File: src/rtl/text_console_char_engine_defines.svh
// assertion macros for the text console character engine
`ifndef TEXT_CONSOLE_CHAR_ENGINE_DEFINES_SVH
`define TEXT_CONSOLE_CHAR_ENGINE_DEFINES_SVH

// same-cycle implication, checked outside reset
`define TCCE_ASSERT_SAME(label, ante, cons) \
    label: assert property (@(posedge i_clk) disable iff (!i_rst_n) (ante) |-> (cons)) \
        else $error("text console engine check failed");

// next-cycle implication, checked outside reset
`define TCCE_ASSERT_NEXT(label, ante, cons) \
    label: assert property (@(posedge i_clk) disable iff (!i_rst_n) (ante) |=> (cons)) \
        else $error("text console engine check failed");

`endif

File: src/rtl/tcce_pkg.sv
// shared types and constants of the text console character engine
package tcce_pkg;

    localparam int ACTION_W = 2;
    localparam int CHAR_W   = 8;
    localparam int COLOR_W  = 4;
    localparam int INDEX_W  = 11;
    localparam int COL_W    = 7;
    localparam int ROW_W    = 5;
    localparam int LOC_W    = 11;
    localparam int CELL_W   = 16;

    // blank cell: white on black space
    localparam logic [CELL_W-1:0] BLANK_CELL = 16'h0F20;

    localparam logic [CHAR_W-1:0] CH_BS    = 8'h08;
    localparam logic [CHAR_W-1:0] CH_TAB   = 8'h09;
    localparam logic [CHAR_W-1:0] CH_LF    = 8'h0A;
    localparam logic [CHAR_W-1:0] CH_CR    = 8'h0D;
    localparam logic [CHAR_W-1:0] CH_SPACE = 8'h20;
    localparam logic [CHAR_W-1:0] CH_LAST  = 8'h7F;

    typedef enum logic [ACTION_W-1:0] {
        ACT_PUT   = 2'd0,
        ACT_CLEAR = 2'd1,
        ACT_READ  = 2'd2
    } t_action;

    typedef enum logic [2:0] {
        ST_INIT,
        ST_IDLE,
        ST_EXEC,
        ST_SCROLL,
        ST_FLUSH,
        ST_BLANK,
        ST_DONE
    } t_state;

    typedef struct packed {
        logic in_ready;
        logic put_exec;
        logic home;
        logic ptr_clr;
        logic blank_step;
        logic copy_step;
        logic read_issue;
        logic out_load;
    } t_cmd;

    typedef struct packed {
        logic    in_valid;
        logic    out_free;
        t_action action;
        logic    put_scroll;
        logic    blank_last;
        logic    copy_last;
    } t_sts;

endpackage

File: src/rtl/tcce_ctrl.sv
// controller state machine of the text console character engine
module tcce_ctrl (
    input  logic           i_clk,
    input  logic           i_rst_n,
    input  tcce_pkg::t_sts i_sts,
    output tcce_pkg::t_cmd o_cmd
);

    tcce_pkg::t_state r_state;
    tcce_pkg::t_state n_state;

    always_ff @(posedge i_clk) begin
        if (!i_rst_n) begin
            r_state <= tcce_pkg::ST_INIT;
        end else begin
            r_state <= n_state;
        end
    end

    always_comb begin
        n_state = r_state;
        o_cmd   = '0;
        case (r_state)
            tcce_pkg::ST_INIT: begin
                o_cmd.blank_step = 1'b1;
                if (i_sts.blank_last) begin
                    n_state = tcce_pkg::ST_IDLE;
                end
            end
            tcce_pkg::ST_IDLE: begin
                o_cmd.in_ready = 1'b1;
                if (i_sts.in_valid) begin
                    n_state = tcce_pkg::ST_EXEC;
                end
            end
            tcce_pkg::ST_EXEC: begin
                case (i_sts.action)
                    tcce_pkg::ACT_PUT: begin
                        o_cmd.put_exec = 1'b1;
                        if (i_sts.put_scroll) begin
                            o_cmd.ptr_clr = 1'b1;
                            n_state       = tcce_pkg::ST_SCROLL;
                        end else begin
                            n_state = tcce_pkg::ST_DONE;
                        end
                    end
                    tcce_pkg::ACT_CLEAR: begin
                        o_cmd.home    = 1'b1;
                        o_cmd.ptr_clr = 1'b1;
                        n_state       = tcce_pkg::ST_BLANK;
                    end
                    tcce_pkg::ACT_READ: begin
                        o_cmd.read_issue = 1'b1;
                        n_state          = tcce_pkg::ST_DONE;
                    end
                    default: begin
                        n_state = tcce_pkg::ST_DONE;
                    end
                endcase
            end
            tcce_pkg::ST_SCROLL: begin
                o_cmd.copy_step = 1'b1;
                if (i_sts.copy_last) begin
                    n_state = tcce_pkg::ST_FLUSH;
                end
            end
            tcce_pkg::ST_FLUSH: begin
                // last copied cell is written back this cycle
                n_state = tcce_pkg::ST_BLANK;
            end
            tcce_pkg::ST_BLANK: begin
                o_cmd.blank_step = 1'b1;
                if (i_sts.blank_last) begin
                    n_state = tcce_pkg::ST_DONE;
                end
            end
            tcce_pkg::ST_DONE: begin
                if (i_sts.out_free) begin
                    o_cmd.out_load = 1'b1;
                    n_state        = tcce_pkg::ST_IDLE;
                end
            end
            default: begin
                n_state = tcce_pkg::ST_IDLE;
            end
        endcase
    end

endmodule

File: config.mk
export PLATFORM = sky130hd
export DESIGN_NAME = tcce_ctrl
export DESIGN_NICKNAME = d
export VERILOG_FILES = /design/src/rtl/text_console_char_engine_defines.svh /design/src/rtl/tcce_pkg.sv /design/src/rtl/tcce_ctrl.sv
export SDC_FILE = /design/constraint.sdc
export NUM_CORES = 1
export LEC_CHECK = 0
export ABC_AREA = 0
export BUFFER_PORTS_ARGS = -buffer_cell sky130_fd_sc_hd__buf_2
export CAP_MARGIN = 10
export CORE_AREA = 2 2 39 41
export CTS_BUF_LIST = sky130_fd_sc_hd__clkbuf_16
export DETAILED_ROUTE_END_ITERATION = 10
export DIE_AREA = 0 0 41 43
export GPL_TIMING_DRIVEN = 0
export SLEW_MARGIN = 10
export SYNTH_ARGS = -nofsm -noshare
export SYNTH_HDL_FRONTEND = slang
export SYNTH_SLANG_ARGS = --single-unit
File: constraint.sdc
create_clock -name i_clk -period 1.4 [get_ports i_clk]
set_input_delay 0.21 -clock i_clk [delete_from_list [all_inputs] [get_ports i_clk]]
set_output_delay 0.21 -clock i_clk [all_outputs]
set_load 0.01 [all_outputs]
After elaboration in Yosys (flattened, before gate mapping)
Cells that the tools add are included.
W data, S select, Z words.
{ "totals": {"input_bits": 9, "ff_bits": 3} }
{ "classes": {"eq_ne": 13, "n_mux": 20, "n_reduce_logical": 4} }
{ "op_table": {"columns": ["op", "count"], "rows": [
  ["$mux W3", 7],
  ["$pmux W3 S7", 1],
  ["$mux W1", 10],
  ["$ne A2 B2 Y1 const B", 5],
  ["$eq A3 B3 Y1 const B", 3],
  ["$eq A3 B2 Y1 const B", 2],
  ["$pmux W3 S2", 1],
  ["$reduce_and A5 Y1", 1],
  ["$eq A3 B1 Y1 const B", 1],
  ["$logic_not A3 Y1", 1],
  ["$eq A2 B1 Y1 const B", 1],
  ["$eq A2 B2 Y1 const B", 1],
  ["$logic_not A2 Y1", 1],
  ["$pmux W1 S2", 1],
  ["$reduce_or A2 Y1", 1]
]} }

Longest topological paths before layout
{ "logic_depth": {"ltp_word": 3, "ltp_mapped": 5, "ltp_nobuf": 4} }

Worst setup path after synthesis
Ideal clock, no wire load.
{ "synth_timing": {"kind": "reg-to-output", "start": "reg r_state[0]", "end": "out o_cmd[1] (netlist name)", "path_slack_ps": 154, "path_stages_with_launch": 5, "arrival_time_ps": 1036, "cell_sequence": "dfxtp_1 > buf_6 > inv_1 > nand2_1 > nor4b_1"} }
{ "synth_lines": {"columns": ["element", "line_no", "source"], "rows": [
  ["start: declaration", "tcce_ctrl.sv:9", "tcce_pkg::t_state r_state;"],
  ["start signal: assignment", "tcce_ctrl.sv:14", "r_state <= tcce_pkg::ST_INIT;"],
  ["start signal: assignment", "tcce_ctrl.sv:16", "r_state <= n_state;"],
  ["end: declaration", "tcce_ctrl.sv:6", "output tcce_pkg::t_cmd o_cmd"]
]} }

==> results list <==
* Result of the run: finished clean
- Of the total synthesized cell area, the portion taken by XOR and XNOR cells is 0.0275.
- The cell area that synthesis handed to floorplanning was 319 um2.
- Starting density of the core: 0.231
- The synthesized design contains 0 enable-type register cells.
- IR analysis of the VDD net gives a maximum drop of 0.000876 V.
- The total count of max-transition violations in the final report came to 0.
- Once layout is complete, the utilization of the core stands at 0.420.
- For this block, the routed nets add up to 900 um of wire.
- After global routing the overflow that remains totals 0.
* Critical path required time: 1.19 ns
- Clock tree root driver cell: clkbuf_16
- Clock tree from TritonCTS: done
- For this design, the CTS-stage hold fixing added 0 buffers.
- Classification of the worst-slack hold path: in2reg
- First-pass iteration count of the detailed router: 2
* Proportion of register bits with asynchronous set or reset after synthesis: 0
* Final-stage net count: 78
- Min cycle time layout: 1.37 ns
- Adder-Cell Fraction of Synth Area: 0
- Based on the critical path, the design can be clocked at up to 728 MHz.
- Each instance of the synthesized netlist takes up on average 7.60 um2.
- Area delta synth->final: 82.4%
- Unrepaired setup endpoints after global routing: yes
- Aggregate global-route resource usage: 0.100
- Initial antenna violation count: 0
* Total of flip-flops plus latches after synthesis: 3
- Fraction of the cycle the final worst path needs: 0.981
- For this block, the initial DRC count from the detailed router was 1.
- The sequential cells in the finished layout cover a total of 66.3 um2.
* Port Buffers: 16
- The tightest hold path in the finished design has a slack of 0.259 ns.
* Antenna diodes: 0
- Data arrives at the worst endpoint at 1.16 ns.
- Dividing the detail-routed via count by the number of cells gives 4.70.
* Footprint of the multi-input gates: 249 um2
* Weighted congestion reported at the end of routability-driven placement: 0.699
* Share of synthesized area occupied by flip-flops and latches: 0.188
* Register with the most flip-flops: r_state
- Counting along the longest clock path gives a buffer depth of 2.
- Counting distinct cell types in the post-synthesis netlist gives 25.
- Dpl hpwl: 601 um
- Of all nets on the critical path, the largest fanout is 5.
- Combinational family with the most area after synthesis: simple AND/OR/NAND/NOR gates
- Clock tree synthesis inserted a total of 3 buffers.
- Worst Max-Slew Pin Slew: 0.195 ns
- Number of warnings issued by yosys: 0
* Floorplan die area: 1760 um2
- The detail route stage leaves a number of antenna-violating nets equal to 0.
- Number of maximum-capacitance constraint violations: 0
* Ratio of cells with drive above 1 in the final layout: 0.632
* Area of the core: 1380 um2
- Pin count of the biggest net entering global routing: 11
* Dominant synthesized flop cell: dfxtp_1
* Synth area leaders: dfxtp_1 19%, buf_6 7.1%, nor2_1 7.1%
* Wire length of the first global-routing pass: 1230 um
* IO Pins: 17
- Floorplan row count: 14
- In this run the most critical hold path is launched from i_rst_n.
* Number of standard cells in the final layout excluding fillers: 84
* Routed len/inst: 10.7 um
- Cell type with the highest aggregate area in the netlist: dfxtp_1
- In this run the static leakage power is 0.289 nW.
- Power spread over the standard cell area amounts to 1450 nW/um2.
- Clock latency on the worst-skew pair, taken at its later pin, is 0.22 ns.
- Die Height: 43 um
* Max FFs per register: 3
- The worst setup path is of the reg2out kind.
- STA classifies the critical path startpoint as a flop.
- The number of global-route vias before repair came to 326.
- Syn_nets: 51
- Number of failing hold endpoints at the final stage: 0
- The largest registers in the layout are r_state: 3 flops.
* Origin of the critical flop-to-flop path: r_state[0]
- Measured against the total synthesized area, the mux share comes to 0.0314.
- The clock drives 3 sinks.
* Instance count of the mapped netlist: 42
- From left edge to right edge, the die measures 41 um.
- CTS built an H-tree with a depth of 1.
* Vias post-DR: 395
- FF-to-FF setup slack: 0.13 ns
- For this run, design rule violations remaining after detail routing come to 0.
- Clock-pin slew on the worst setup and hold paths: 0.03 ns
- The post-synthesis compound-gate area fraction came to 0.286.
- Worst setup path startpoint: r_state[0]
* Fraction of synthesized cell area taken by the top area cell type: 0.188
- Placed cells: 74
- Capturing element type of the critical path: output port
- Setup violation total in the final timing report: 0
- Area share of and/or/nand/nor cells after synthesis: 0.369
* Overall power consumption: 0.000843 W
* Headroom to the max-slew limit: 0.866
* Filler Cell Count: 141
- Fin Clk Skew: 0.00126 ns
==> per-stage QoR <==
step                setup WS (ns)  TNS, ns  cell area [um2]
detailed placement          0.103        0              419
finish                     0.0273        0              582
global placement            0.109        0              419
floorplan                   0.154        0              319
CTS                        0.0107        0              517
global route              -0.0146  -0.0207              582
==> layer usage <==
metal / track usage / vias to the layer above / wire length (um)
li1: - / 205 / -
met1: 0.129 / 183 / 382
met2: 0.159 / 7 / 473
met3: 0.0314 / 0 / 44
met4: 0.0200 / 0 / 0
met5: 0 / - / 0
==> synth_stat cells (2+ instances only) <==
cell type,instances
and3_2,2
buf_6,2
nand2_1,4
nor3_1,3
o21ai_0,3
dfxtp_1,3
o21ai_1,2
nor2_1,6
==> final timing paths <==
kind	to	depth (start not counted)
max	o_cmd[1]	5
min	r_state[0]	2
min reg2reg	r_state[2]	3
max reg2reg	r_state[1]	6
==> area by class of cell <==
class / instances / area share
multi-input cells: 35 / 0.428
repair buffers: 22 / 0.215
clock buffers: 3 / 0.129
flip-flops and latches: 3 / 0.114
plain buffers: 3 / 0.0581
well taps: 16 / 0.0344
inverters: 1 / 0.0151
clock inverters: 1 / 0.00645
==> where the power goes <==
group / internal [W] / switching [W]
sequential: 0.000104 / 0.0000162
clock: 0.000368 / 0.0000715
combinational: 0.000147 / 0.000137
total: 0.000618 / 0.000224
==> critical path, cell delays in order (launching register included) <==
cell	delay [ns]
dfxtp_2	0.31
buf_6	0.13
inv_6	0.06
nand2_4	0.04
nor4b_2	0.24
buf_2	0.16
==> cells by family (layout without fill, tap and decap cells) <==
logic type | Yosys count | in the layout
xor+xnor | 1 | 1
mux | 1 | 1
flops | 3 | 3
buf+inv | 4 | 30
simple gates | 21 | 21
compound gates | 12 | 12
==> cells in the final DEF (no fill, tap or decap), types with 2 or more instances in the layout <==
| cell type | instances |
|---|---|
| buf_2 | 16 |
| nor2_1 | 6 |
| buf_4 | 6 |
| buf_6 | 3 |
| nor3_1 | 3 |
| nand2_1 | 3 |
| o21ai_0 | 3 |
| clkbuf_16 | 3 |
| and3_2 | 2 |
| o21ai_1 | 2 |
| dfxtp_2 | 2 |
==> what timing repair did <==
| action | in CTS | in global routing |
|---|---|---|
| gates resized for setup | 7 | 7 |
| endpoints found under the setup margin | 5 | 6 |
| cloned | 0 | 0 |
| buffers inserted | 0 | 6 |
| pin swaps | 0 | 2 |
Power figures use the tool's default switching activity.
